`src/rtl/mkt_pkg.sv`:
```
// shared types, widths and constants of the morse key timing tokenizer
package mkt_pkg;

  localparam int TIME_W        = 32;
  localparam int UNIT_W        = 17;
  localparam int THR_W         = 21;
  localparam int CNT_W         = 7;
  localparam int BUF_DEPTH_DEF = 64;
  localparam int UNIT_RESET    = 100;
  localparam int QUEUE_DEPTH   = 4;

  typedef enum logic [2:0] {
    TOK_DOT   = 3'd0,
    TOK_DASH  = 3'd1,
    TOK_ECHAR = 3'd2,
    TOK_SPACE = 3'd3,
    TOK_EMSG  = 3'd4
  } tok_t;

  typedef enum logic [1:0] {
    KIND_STATUS  = 2'd0,
    KIND_READOUT = 2'd1,
    KIND_EMPTY   = 2'd2
  } kind_t;

  typedef enum logic [1:0] {
    CMD_PUSH,
    CMD_STATUS,
    CMD_READ,
    CMD_EMPTY
  } cmd_op_t;

  typedef struct packed {
    cmd_op_t          op;
    tok_t             tok;
    logic             ready;
    logic [CNT_W-1:0] num;
  } cmd_t;

  typedef enum logic [2:0] {
    F_IDLE,
    F_DIFF,
    F_CMP,
    F_KEY,
    F_GAP,
    F_END,
    F_STAT,
    F_TAKE
  } front_state_t;

  typedef enum logic {
    B_IDLE,
    B_READ
  } back_state_t;

endpackage

```
`src/rtl/morse_key_timing_tokenizer.sv`:
```
// top level of the morse key timing tokenizer
// A tick beat (op 0) passes the front steps diff, compare, key, gap, end and status
// and gives one status beat; a take beat (op 1) passes the take step, after which
// the back part streams one readout beat per cycle from the token ram, n beats for
// n tokens, or gives a single empty-take beat. Each front step that may hand a
// command to the back stalls while the command queue is full.
// busy is high while the front works on a beat; the command queue lets the front
// accept the next beat while the back still streams tokens. Results appear on the
// result ports for one cycle each, marked by strobe, and cannot be held off, so
// they must be taken as they come.
module morse_key_timing_tokenizer import mkt_pkg::*; #(
  parameter int BUF_DEPTH = BUF_DEPTH_DEF
) (
  input  logic              clk,
  input  logic              rst,
  input  logic              start,
  output logic              busy,
  input  logic              op,
  input  logic [TIME_W-1:0] now_ms,
  input  logic              pressed,
  input  logic              released,
  input  logic [CNT_W-1:0]  max_tokens,
  input  logic              cfg_we,
  input  logic [UNIT_W-1:0] cfg_data,
  output logic              strobe,
  output logic [1:0]        kind,
  output logic [2:0]        token,
  output logic              ready_res,
  output logic [CNT_W-1:0]  count,
  output logic              last
);

  cmd_t front_cmd;
  cmd_t back_cmd;
  logic q_push;
  logic q_full;
  logic q_pop;
  logic q_empty;

  mkt_front #(
    .BUF_DEPTH(BUF_DEPTH)
  ) u_front (
    .clk       (clk),
    .rst       (rst),
    .start     (start),
    .busy      (busy),
    .op        (op),
    .now_ms    (now_ms),
    .pressed   (pressed),
    .released  (released),
    .max_tokens(max_tokens),
    .cfg_we    (cfg_we),
    .cfg_data  (cfg_data),
    .q_push    (q_push),
    .q_data    (front_cmd),
    .q_full    (q_full)
  );

  mkt_fifo u_queue (
    .clk      (clk),
    .rst      (rst),
    .push     (q_push),
    .push_data(front_cmd),
    .full     (q_full),
    .pop      (q_pop),
    .pop_data (back_cmd),
    .empty    (q_empty)
  );

  mkt_back #(
    .BUF_DEPTH(BUF_DEPTH)
  ) u_back (
    .clk      (clk),
    .rst      (rst),
    .q_data   (back_cmd),
    .q_empty  (q_empty),
    .q_pop    (q_pop),
    .strobe   (strobe),
    .kind     (kind),
    .token    (token),
    .ready_res(ready_res),
    .count    (count),
    .last     (last)
  );

endmodule

```
`src/rtl/mkt_ram.sv`:
```
// generic single write port ram with registered read
module mkt_ram #(
  parameter int WIDTH = 3,
  parameter int DEPTH = 64
) (
  input  logic                     clk,
  input  logic                     we,
  input  logic [$clog2(DEPTH)-1:0] waddr,
  input  logic [WIDTH-1:0]         wdata,
  input  logic                     re,
  input  logic [$clog2(DEPTH)-1:0] raddr,
  output logic [WIDTH-1:0]         rdata
);

  logic [WIDTH-1:0] mem [DEPTH];

  always_ff @(posedge clk) begin
    if (we) begin
      mem[waddr] <= wdata;
    end
    if (re) begin
      rdata <= mem[raddr];
    end
  end

endmodule

```
`src/rtl/mkt_fifo.sv`:
```
// short command queue between the front and back parts
module mkt_fifo import mkt_pkg::*; (
  input  logic clk,
  input  logic rst,
  input  logic push,
  input  cmd_t push_data,
  output logic full,
  input  logic pop,
  output cmd_t pop_data,
  output logic empty
);

  localparam int PW = $clog2(QUEUE_DEPTH);
  localparam int CW = $clog2(QUEUE_DEPTH + 1);

  cmd_t          entries [QUEUE_DEPTH];
  logic [PW-1:0] wp;
  logic [PW-1:0] rp;
  logic [CW-1:0] fill;

  assign full     = (fill == CW'(QUEUE_DEPTH));
  assign empty    = (fill == '0);
  assign pop_data = entries[rp];

  always_ff @(posedge clk) begin
    if (push) begin
      entries[wp] <= push_data;
    end
  end

  always_ff @(posedge clk) begin
    if (rst) begin
      wp   <= '0;
      rp   <= '0;
      fill <= '0;
    end else begin
      if (push) begin
        wp <= (wp == PW'(QUEUE_DEPTH - 1)) ? '0 : wp + PW'(1);
      end
      if (pop) begin
        rp <= (rp == PW'(QUEUE_DEPTH - 1)) ? '0 : rp + PW'(1);
      end
      if (push && !pop) begin
        fill <= fill + CW'(1);
      end else if (pop && !push) begin
        fill <= fill - CW'(1);
      end
    end
  end

  a_no_overflow: assert property (@(posedge clk) disable iff (rst) !(push && full))
    else $error("command queue overflow");

endmodule

```
`src/rtl/mkt_front.sv`:
```
// front part: takes items, times key events and decides which tokens to push
module mkt_front import mkt_pkg::*; #(
  parameter int BUF_DEPTH = BUF_DEPTH_DEF
) (
  input  logic              clk,
  input  logic              rst,
  input  logic              start,
  output logic              busy,
  input  logic              op,
  input  logic [TIME_W-1:0] now_ms,
  input  logic              pressed,
  input  logic              released,
  input  logic [CNT_W-1:0]  max_tokens,
  input  logic              cfg_we,
  input  logic [UNIT_W-1:0] cfg_data,
  output logic              q_push,
  output cmd_t              q_data,
  input  logic              q_full
);

  front_state_t      state;
  front_state_t      state_next;
  logic              it_op;
  logic [TIME_W-1:0] it_now;
  logic              it_pr;
  logic              it_rl;
  logic [CNT_W-1:0]  it_maxt;
  logic              key_down;
  logic [TIME_W-1:0] press_time;
  logic [TIME_W-1:0] release_time;
  logic [CNT_W-1:0]  fill;
  tok_t              last_tok;
  logic              msg_done;
  logic [TIME_W-1:0] dur;
  logic [TIME_W-1:0] gap;
  logic              sh;
  logic              g3;
  logic              g7;
  logic              g10;
  logic [THR_W-1:0]  thr2;
  logic [THR_W-1:0]  thr3;
  logic [THR_W-1:0]  thr7;
  logic [THR_W-1:0]  thr10;
  logic              accept;
  logic              gap_on;
  logic              room;
  logic              do_push;
  tok_t              push_tok;
  logic              set_done;
  logic              take_clear;
  logic [CNT_W-1:0]  take_n;

  assign busy   = (state != F_IDLE);
  assign accept = (state == F_IDLE) && start;
  assign gap_on = !key_down && (fill != '0) && !msg_done;
  assign room   = (fill < CNT_W'(BUF_DEPTH));
  assign take_n = (fill < it_maxt) ? fill : it_maxt;

  always_comb begin
    state_next = state;
    q_push     = 1'b0;
    q_data     = '{op: CMD_PUSH, tok: TOK_DOT, ready: 1'b0, num: fill};
    do_push    = 1'b0;
    push_tok   = TOK_DOT;
    set_done   = 1'b0;
    take_clear = 1'b0;
    unique case (state)
      F_IDLE: begin
        if (start) begin
          state_next = op ? F_TAKE : F_DIFF;
        end
      end
      F_DIFF: state_next = F_CMP;
      F_CMP:  state_next = F_KEY;
      F_KEY: begin
        if (!q_full) begin
          if (it_rl) begin
            do_push  = 1'b1;
            push_tok = sh ? TOK_DOT : TOK_DASH;
          end
          state_next = F_GAP;
        end
      end
      F_GAP: begin
        if (!q_full) begin
          if (gap_on) begin
            if (g7) begin
              if (last_tok != TOK_SPACE && last_tok != TOK_EMSG) begin
                do_push  = 1'b1;
                push_tok = TOK_SPACE;
              end
            end else if (g3) begin
              if (last_tok != TOK_ECHAR && last_tok != TOK_SPACE &&
                  last_tok != TOK_EMSG) begin
                do_push  = 1'b1;
                push_tok = TOK_ECHAR;
              end
            end
          end
          state_next = F_END;
        end
      end
      F_END: begin
        if (!q_full) begin
          if (gap_on && g10) begin
            if (last_tok != TOK_EMSG) begin
              do_push  = 1'b1;
              push_tok = TOK_EMSG;
            end
            set_done = 1'b1;
          end
          state_next = F_STAT;
        end
      end
      F_STAT: begin
        if (!q_full) begin
          q_push     = 1'b1;
          q_data     = '{op: CMD_STATUS, tok: TOK_DOT, ready: msg_done, num: fill};
          state_next = F_IDLE;
        end
      end
      F_TAKE: begin
        if (!q_full) begin
          q_push = 1'b1;
          if (!msg_done) begin
            q_data = '{op: CMD_EMPTY, tok: TOK_DOT, ready: 1'b0, num: '0};
          end else begin
            take_clear = 1'b1;
            if (take_n == '0) begin
              q_data = '{op: CMD_EMPTY, tok: TOK_DOT, ready: 1'b0, num: '0};
            end else begin
              q_data = '{op: CMD_READ, tok: TOK_DOT, ready: 1'b0, num: take_n};
            end
          end
          state_next = F_IDLE;
        end
      end
      default: state_next = F_IDLE;
    endcase
    if (do_push && room) begin
      q_push = 1'b1;
      q_data = '{op: CMD_PUSH, tok: push_tok, ready: 1'b0, num: fill};
    end
  end

  // item latch and timing datapath
  always_ff @(posedge clk) begin
    if (accept) begin
      it_op   <= op;
      it_now  <= now_ms;
      it_pr   <= pressed;
      it_rl   <= released;
      it_maxt <= max_tokens;
    end
    if (state == F_DIFF) begin
      dur <= it_now - (it_pr ? it_now : press_time);
      gap <= it_rl ? '0 : it_now - release_time;
    end
    if (state == F_CMP) begin
      sh  <= (dur < TIME_W'(thr2));
      g3  <= (gap >= TIME_W'(thr3));
      g7  <= (gap >= TIME_W'(thr7));
      g10 <= (gap >= TIME_W'(thr10));
    end
    if (q_push && q_data.op == CMD_PUSH) begin
      last_tok <= q_data.tok;
    end
  end

  always_ff @(posedge clk) begin
    if (rst) begin
      state        <= F_IDLE;
      key_down     <= 1'b0;
      press_time   <= '0;
      release_time <= '0;
      fill         <= '0;
      msg_done     <= 1'b0;
      thr2         <= THR_W'(2 * UNIT_RESET);
      thr3         <= THR_W'(3 * UNIT_RESET);
      thr7         <= THR_W'(7 * UNIT_RESET);
      thr10        <= THR_W'(10 * UNIT_RESET);
    end else begin
      state <= state_next;
      if (cfg_we) begin
        thr2  <= THR_W'({cfg_data, 1'b0});
        thr3  <= THR_W'({cfg_data, 1'b0}) + THR_W'(cfg_data);
        thr7  <= THR_W'({cfg_data, 3'b000}) - THR_W'(cfg_data);
        thr10 <= THR_W'({cfg_data, 3'b000}) + THR_W'({cfg_data, 1'b0});
      end
      if (state == F_DIFF) begin
        if (it_pr) begin
          press_time <= it_now;
        end
        key_down <= it_rl ? 1'b0 : (it_pr ? 1'b1 : key_down);
        if (it_rl) begin
          release_time <= it_now;
        end
      end
      if (q_push && q_data.op == CMD_PUSH) begin
        fill <= fill + CNT_W'(1);
      end
      if (set_done) begin
        msg_done <= 1'b1;
      end
      if (take_clear) begin
        fill         <= '0;
        msg_done     <= 1'b0;
        release_time <= it_now;
      end
    end
  end

  a_fill_bound: assert property (@(posedge clk) disable iff (rst)
    fill <= CNT_W'(BUF_DEPTH))
    else $error("fill level beyond buffer depth");

  a_done_has_tokens: assert property (@(posedge clk) disable iff (rst)
    msg_done |-> (fill != '0))
    else $error("message marked ready with empty buffer");

  a_take_from_op: assert property (@(posedge clk) disable iff (rst)
    (state == F_TAKE) |-> it_op)
    else $error("take step entered for a tick beat");

endmodule

```
`src/rtl/mkt_back.sv`:
```
// back part: writes tokens, reads them out and drives the result ports
module mkt_back import mkt_pkg::*; #(
  parameter int BUF_DEPTH = BUF_DEPTH_DEF
) (
  input  logic             clk,
  input  logic             rst,
  input  cmd_t             q_data,
  input  logic             q_empty,
  output logic             q_pop,
  output logic             strobe,
  output logic [1:0]       kind,
  output logic [2:0]       token,
  output logic             ready_res,
  output logic [CNT_W-1:0] count,
  output logic             last
);

  localparam int AW = $clog2(BUF_DEPTH);

  back_state_t      state;
  back_state_t      state_next;
  logic [CNT_W-1:0] idx;
  logic [CNT_W-1:0] idx_inc;
  logic [CNT_W-1:0] n_reg;
  logic             rd_v;
  logic             rd_last;
  logic             o_valid;
  kind_t            o_kind;
  logic             o_ready;
  logic [CNT_W-1:0] o_count;
  logic             ram_we;
  logic             ram_re;
  logic [2:0]       ram_rdata;

  assign q_pop   = (state == B_IDLE) && !q_empty;
  assign idx_inc = idx + CNT_W'(1);
  assign ram_we  = q_pop && (q_data.op == CMD_PUSH);
  assign ram_re  = (state == B_READ);

  mkt_ram #(
    .WIDTH(3),
    .DEPTH(BUF_DEPTH)
  ) u_store (
    .clk  (clk),
    .we   (ram_we),
    .waddr(q_data.num[AW-1:0]),
    .wdata(q_data.tok),
    .re   (ram_re),
    .raddr(idx[AW-1:0]),
    .rdata(ram_rdata)
  );

  always_comb begin
    state_next = state;
    unique case (state)
      B_IDLE: begin
        if (q_pop && q_data.op == CMD_READ) begin
          state_next = B_READ;
        end
      end
      B_READ: begin
        if (idx_inc == n_reg) begin
          state_next = B_IDLE;
        end
      end
      default: state_next = B_IDLE;
    endcase
  end

  always_ff @(posedge clk) begin
    if (q_pop) begin
      o_kind  <= (q_data.op == CMD_STATUS) ? KIND_STATUS : KIND_EMPTY;
      o_ready <= (q_data.op == CMD_STATUS) ? q_data.ready : 1'b0;
      o_count <= (q_data.op == CMD_STATUS) ? q_data.num : '0;
      if (q_data.op == CMD_READ) begin
        n_reg <= q_data.num;
        idx   <= '0;
      end
    end
    if (state == B_READ) begin
      idx <= idx_inc;
    end
    rd_last <= (idx_inc == n_reg);
  end

  always_ff @(posedge clk) begin
    if (rst) begin
      state   <= B_IDLE;
      rd_v    <= 1'b0;
      o_valid <= 1'b0;
    end else begin
      state   <= state_next;
      rd_v    <= (state == B_READ);
      o_valid <= q_pop && (q_data.op == CMD_STATUS || q_data.op == CMD_EMPTY);
    end
  end

  assign strobe    = rd_v || o_valid;
  assign kind      = rd_v ? KIND_READOUT : o_kind;
  assign token     = rd_v ? ram_rdata : TOK_DOT;
  assign ready_res = rd_v ? 1'b0 : o_ready;
  assign count     = rd_v ? n_reg : o_count;
  assign last      = rd_v ? rd_last : 1'b1;

  a_one_source: assert property (@(posedge clk) disable iff (rst) !(rd_v && o_valid))
    else $error("readout and status beat collide");

  a_read_nonzero: assert property (@(posedge clk) disable iff (rst)
    (q_pop && q_data.op == CMD_READ) |-> (q_data.num != '0))
    else $error("readout command with no tokens");

endmodule
```
`config.mk`:
```
export PLATFORM = sky130hd
export DESIGN_NAME = morse_key_timing_tokenizer
export DESIGN_NICKNAME = d
export VERILOG_FILES = /design/src/rtl/mkt_pkg.sv /design/src/rtl/morse_key_timing_tokenizer.sv /design/src/rtl/mkt_ram.sv /design/src/rtl/mkt_fifo.sv /design/src/rtl/mkt_front.sv /design/src/rtl/mkt_back.sv
export SDC_FILE = /design/constraint.sdc
export NUM_CORES = 1
export LEC_CHECK = 0
export ABC_AREA = 1
export BUFFER_PORTS_ARGS = -buffer_cell sky130_fd_sc_hd__buf_2
export CAP_MARGIN = 20
export CORE_MARGIN = 2
export CORE_UTILIZATION = 49
export CTS_BUF_LIST = sky130_fd_sc_hd__clkbuf_16
export CTS_CLUSTER_SIZE = 10
export DETAILED_ROUTE_END_ITERATION = 8
export GPL_ROUTABILITY_DRIVEN = 0
export PLACE_DENSITY = 0.71
export SKIP_CTS_REPAIR_TIMING = 1
export SYNTH_ARGS = -nofsm -noshare
export SYNTH_HDL_FRONTEND = slang
export SYNTH_HIERARCHICAL = 1
export SYNTH_SLANG_ARGS = --single-unit
```
`constraint.sdc`:
```
create_clock -name clk -period 4.1 [get_ports clk]
set_input_delay 1.23 -clock clk [delete_from_list [all_inputs] [get_ports clk]]
set_output_delay 1.23 -clock clk [all_outputs]
set_load 0.03 [all_outputs]
```
==> results of run 1 <==
==> routing by layer <==
metal	GRT usage (%)	routed length [µm]	part of all wire (%)	vias to the layer above
met4	8.453	2454	3.3	0
met5	0	0	0	-
met3	3.996	5239	7.0	168
met1	31.00	32750	44	11260
li1	-	-	-	12362
met2	39.06	34560	46	877
==> worst register-to-register path: stages, from the launching register on <==
cell and delay [ns]:
edfxtp_1 0.44, inv_2 0.47, o21ai_0 0.24, ha_1 0.41
nand2_1 0.16, o21ai_0 0.42, a21oi_1 0.07, o21ai_0 0.24
nand2_1 0.17, nand4_1 0.11, nand2_1 0.06
==> per-stage QoR <==
step	total power, mW	area, µm²
finish	22.55	33310
global placement	17.14	31330
floorplan	14.65	30170
global route	24.14	33310
detailed placement	17.26	31330
CTS	22.56	33310
==> final cells by class <==
type,instances,area (µm²)
Fill cell,5498,27280
Clock buffer,66,1652
Clock inverter,51,321.6
Timing Repair Buffer,115,705.7
Tap cell,782,978.4
Inverter,448,1697
Sequential cell,542,14660
Multi-Input combinational cell,2531,13290
==> logic make-up (layout without fill, tap and decap cells) <==
family	count (synthesis)	count (layout)	share of synthesized area [%]
DFF	542	542	48.61
adders and majority gates	205	205	8.626
AOI/OAI and AO/OA	651	651	11.46
and+or+nand+nor	1637	1637	22.69
buffers and inverters	553	680	7.511
xor gates and xnor gates	38	38	1.103
==> worst max path at each step <==
stage / from / end / slack, ns / cells past startpoint
final: u_back/rd_v / last / 0.91 / 3
after global routing: u_back/rd_v / count[3] / 0.77 / 3
after CTS: u_back/rd_v / last / 0.87 / 3
after detailed placement: cfg_data[2] / u_front/thr10[17] / 0.93 / 14
after global placement: cfg_data[2] / u_front/thr10[19] / 1.00 / 14
after floorplan: start / u_front/it_maxt[0] / 0.66 / 2
==> synth_stat cells, types with 24 or more instances <==
library cell	count	area, µm²
nor3_1	37	185.2
buf_2	31	155.2
nand2_1	889	3337
dfxtp_1	161	3223
nand3_1	308	1541
o21ai_1	38	190.2
ha_1	200	2502
nand4_1	24	150.1
a21oi_1	317	1587
o21ai_0	208	1041
nor2_1	323	1212
clkbuf_1	47	176.4
xor2_1	32	280.3
inv_1	431	1618
edfxtp_1	381	11440
==> cells in the final DEF (no fill, tap or decap), types with 4 or more instances in the layout <==
master       n
inv_1      468
buf_4       34
nand2_1    889
nand3b_1     7
or2_2        6
ha_1       200
and2_1       4
clkbuf_16   66
o21ai_2      5
clkinv_1     8
o211ai_1    12
a21boi_0     5
nor2_2       4
fa_1         5
inv_2       10
xor2_1      32
a21oi_1    317
a31oi_1      7
buf_2       78
o21ai_0    208
o21a_1       7
dfxtp_1    161
o21ai_1     38
nand3_1    308
nor4_1      19
o21bai_1    11
a21o_1      13
o22ai_1     16
xnor2_1      6
nor3_1      37
nand4_1     24
nor2_4       4
nor2_1     322
edfxtp_1   381
==> power groups by stage <==
stage | Combinational, mW | Sequential [mW] | Clock [mW]
6_report | 9.28 | 8.03 | 5.24
5_1_grt | 10.5 | 8.12 | 5.57
4_1_cts | 9.19 | 8.03 | 5.34
3_5_place_dp | 9.13 | 8.13 | 0
3_3_place_gp | 9.03 | 8.11 | 0
2_1_floorplan | 6.78 | 7.88 | 0
==> run metrics, run 1 <==
total grt overflow 0; CP max stage delay 0.58 ns; vias per cell approximately 5.4; Hold Startpoint u_front/press_time[28]; FF+latch count, synth approximately 540; Core Region 60580 µm²; final setup violation count 0; Largest register FFs 192; crit path DAT just under 2 ns; max cap viols 0; FF-to-FF End u_front/dur[25]; CTS tree done; cell family with the largest share of critical-path delay flip-flops; r2r startpoint u_front/it_pr; CP max stage cell dfxtp_1; sw frac approximately two fifths; CP required about 2.9 ns; Rows 90; post-synth cell types 51; diodes inserted 0; FF-to-FF setup slack just over 1 ns; Main synth FF type edfxtp_1; period utilization 77.88%; crit path buf inv count 2; synth-to-layout area growth 10.40%; hold path endpoint u_front/press_time[28]; clock sink count between 500 and 600; Logic pwr share 41.1%; placed insts about 4400; Mapped Area approximately 30000 µm²; pre-CTS setup slack 0.9320 ns; post-route minimum period 3.193 ns; initial DRC count roughly 2100; Max Clk Rate approximately 310 MHz; final non-filler cell total around 4500; HPWL Detailed around 53 mm; die area 63570 µm²; Least-Margin Pin Slew between 1 and 1.5 ns; Min Hold Slack 0.4436 ns; port bufs between 70 and 80; vias in the first global route between 20000 and 25000; Syn Area/Cell between 8 and 9 µm²; root buf cell clkbuf_16; WL final around 75 mm; # IOs 79; drt pass-1 iters 6; worst path cell trace inv_1 -> or2_2 -> buf_2; Syn Nets 3894; net switching power slightly above 9 mW; Clock Skew ~0.028 ns; initial antenna violation count 0; worst skew pair latency just over 0.6 ns; R2R depth 10; CP Class flop to primary output; hold crit path type flop to flop; Final #Nets between 3000 and 4000; unrepaired setup endpoints after global routing false; Mapped Cells 3626; Final Hold Violating Endpoints 0; Hold Path Stages 2; die height ~250 µm; Final Util a little over half; cts bufs inserted 66; global-route wire length before repair between 100 and 150 mm; yosys warns 6; relative slew slack between 30% and 40%; P_int between 10 and 15 mW; ys async rst share 0%; clk buf depth 3; All-Layer GR Usage roughly a quarter; Regs by FF count u_back/u_store/mem x192, u_queue/entries x52; pin count of the biggest net entering global routing 103; width of the die 252.1 µm; Seq/Total Area, Yosys 48.61%; Post-DRT Antenna Nets 0; run status finished, final reports clean; power per cell area about 680 nW/µm²; layout cells sized above 1 6.315%; Setup TNS Final 0 ns; wire per inst roughly 17 µm; routed vias between 20000 and 25000; Max VDD drop ~0.00048 V; DRC errors left 0; P_leak roughly 15 nW; clock power share a little under a quarter; Reg power frac between 30% and 40%; Initial Utilization 49.80%; Max FO, Critical Path 12; EDFF count, synth about 380; CTS clk-pin slew, worst paths about 0.050 ns; startpoint class of the critical path flop; final slew viol count 0; Largest Register u_back/u_store/mem; Final WS setup roughly 0.91 ns; H-Tree Depth 3; Worst setup EP type primary output
Note: power is estimated with default switching activity, not from simulation.
==> inputs of run 2 (changes only) <==
PLACE_DENSITY = 0.74   (was 0.71)
clock period = 2.9 ns   (was 4.1 ns; I/O delays follow)
==> run 2 against run 1 <==
  * Non-clock buffer count grew 37
  * Global-route usage grew 0.39 points
  * Clock power grew 41%
  * Cell count grew 0.84%
  * Clock skew grew 0.0027 ns
  * Design area grew 1.3%
  * Critical path depth grew 8
  * Register-to-register slack lost 0.80 ns
==> run metrics, run 2 (synthesis gave the netlist of run 1 again) <==
clock power share 23.0%; P_leak 14.77 nW; final non-filler cell total 4573; net switching power between 10 and 15 mW; drt pass-1 iters 6; Core Region 60580 µm²; run status finished, final reports clean; Final #Nets roughly 4000; port bufs 78; hold crit path type input port to flop; final slew viol count 0; synth-to-layout area growth 11.89%; pin count of the biggest net entering global routing between 100 and 150; CTS clk-pin slew, worst paths about 0.06 ns; wire per inst approximately 16 µm; Max FO, Critical Path 15; Fillers 5376; R2R depth 11; CP required 3.24 ns; clk buf depth 3; cts bufs inserted between 60 and 70; most frequent cells in the layout nand2_1, inv_1, edfxtp_1; vias per cell between 5 and 6; pre-CTS setup slack between 0.1 and 0.15 ns; register area roughly 15000 µm²; clock sink count roughly 540; FF-to-FF setup slack 0.23 ns; Regs by FF count u_back/u_store/mem x192, u_queue/entries x52; crit path DAT 3.01 ns; Worst setup EP type flop; Initial Utilization around 50%; initial DRC count ~2200; Reg power frac between 30% and 40%; Clock Skew around 0.031 ns; crit path buf inv count 2; max cap viols 0; initial antenna violation count 0; total grt overflow 0; width of the die between 200 and 300 µm; Largest Register u_back/u_store/mem; routed vias roughly 25000; CP Class flop to flop; H-Tree Depth 3; die height about 250 µm; global-route wire length before repair ~120 mm; CP max stage cell edfxtp_1; Logic pwr share between 40% and 50%; Post-DRT Antenna Nets 0; die area 63570 µm²; period utilization about 92%; Largest register FFs approximately 190; layout cells sized above 1 7.439%; DRC errors left 0; Hold Path Stages 1; commonest non-fill, non-tap cell in the layout nand2_1; Final WS setup between 0.2 and 0.25 ns; worst path cell trace inv_2 -> buf_12 -> o21ai_0 -> ha_1 -> nand2_1 -> o21ai_0 -> nand2_1 -> nand3_1 -> nand3_1 -> nand3_1 -> nand2_1; # IOs 79; diodes inserted 0; CP max stage delay roughly 0.39 ns; Max Clk Rate approximately 380 MHz; placed insts roughly 4500; startpoint class of the critical path flop; Levels on crit path 11; CTS tree done; Least-Margin Pin Slew 0.8965 ns; Max VDD drop slightly above 0.0007 V; Rows 90; cell family with the largest share of critical-path delay simple AND/OR/NAND/NOR gates; root buf cell clkbuf_16; power per cell area around 950 nW/µm²; P_int around 19 mW; Final Hold Violating Endpoints 0; WL final between 70 and 80 mm; area of the multi-input gates between 10000 and 15000 µm²; Final Cell Area roughly 34000 µm²; final setup violation count 0; All-Layer GR Usage 23.89%; sw frac between 40% and 50%; DP Area approximately 32000 µm²; HPWL Detailed between 50 and 60 mm; Final Util a little under three fifths; relative slew slack between 40% and 50%; vias in the first global route 23665; post-route minimum period 2.666 ns; worst skew pair latency 0.61 ns
[run 2: cell count changes in the layout (fill, tap and decap cells not counted), moves of 2 or more]
cell / change
buf_4: +25
buf_12: +12
dfxtp_1: -3
dfxtp_2: +3
inv_16: +2
[run 2: layout make-up]
class	count	share of cell area (%)
Clock inverter	51	0.8674
Sequential cell	542	43.45
Multi-Input combinational cell	2531	39.43
Inverter	448	5.026
Clock buffer	67	4.967
Tap cell	782	2.899
Timing Repair Buffer	152	3.358
[run 2: path summary, 6_finish.rpt]
path,from,end
setup / recovery,u_front/it_pr,u_front/dur[28]
hold / removal,max_tokens[5],u_front/it_maxt[5]
setup reg to reg,u_front/it_pr,u_front/dur[28]
hold reg to reg,u_front/press_time[30],u_front/press_time[30]
[run 2: metal layers]
| metal | share of wire, % | global-route usage (%) |
|---|---|---|
| met1 | 43 | 31.68 |
| met2 | 48 | 40.48 |
| met3 | 6.5 | 3.460 |
| met4 | 2.8 | 7.456 |
| met5 | 0 | 0 |
[run 2: through the flow]
step | hold slack (ns) | TNS (ns) | power [mW]
final | 0.4284 | 0 | 32.15
after global routing | 0.4028 | -0.005582 | 34.45
after CTS | 0.4025 | 0 | 32.14
after detailed placement | 0.4410 | 0 | 24.65
after global placement | 0.4350 | 0 | 24.42
after floorplan | 0.4263 | 0 | 20.71
[run 2: power groups by stage]
stage / logic, mW / registers [mW] / clock network [mW]
2_1_floorplan: 9.60 / 11.1 / 0
3_3_place_gp: 13.0 / 11.5 / 0
3_5_place_dp: 13.2 / 11.5 / 0
4_1_cts: 13.3 / 11.3 / 7.55
5_1_grt: 15.1 / 11.5 / 7.85
6_report: 13.4 / 11.3 / 7.40
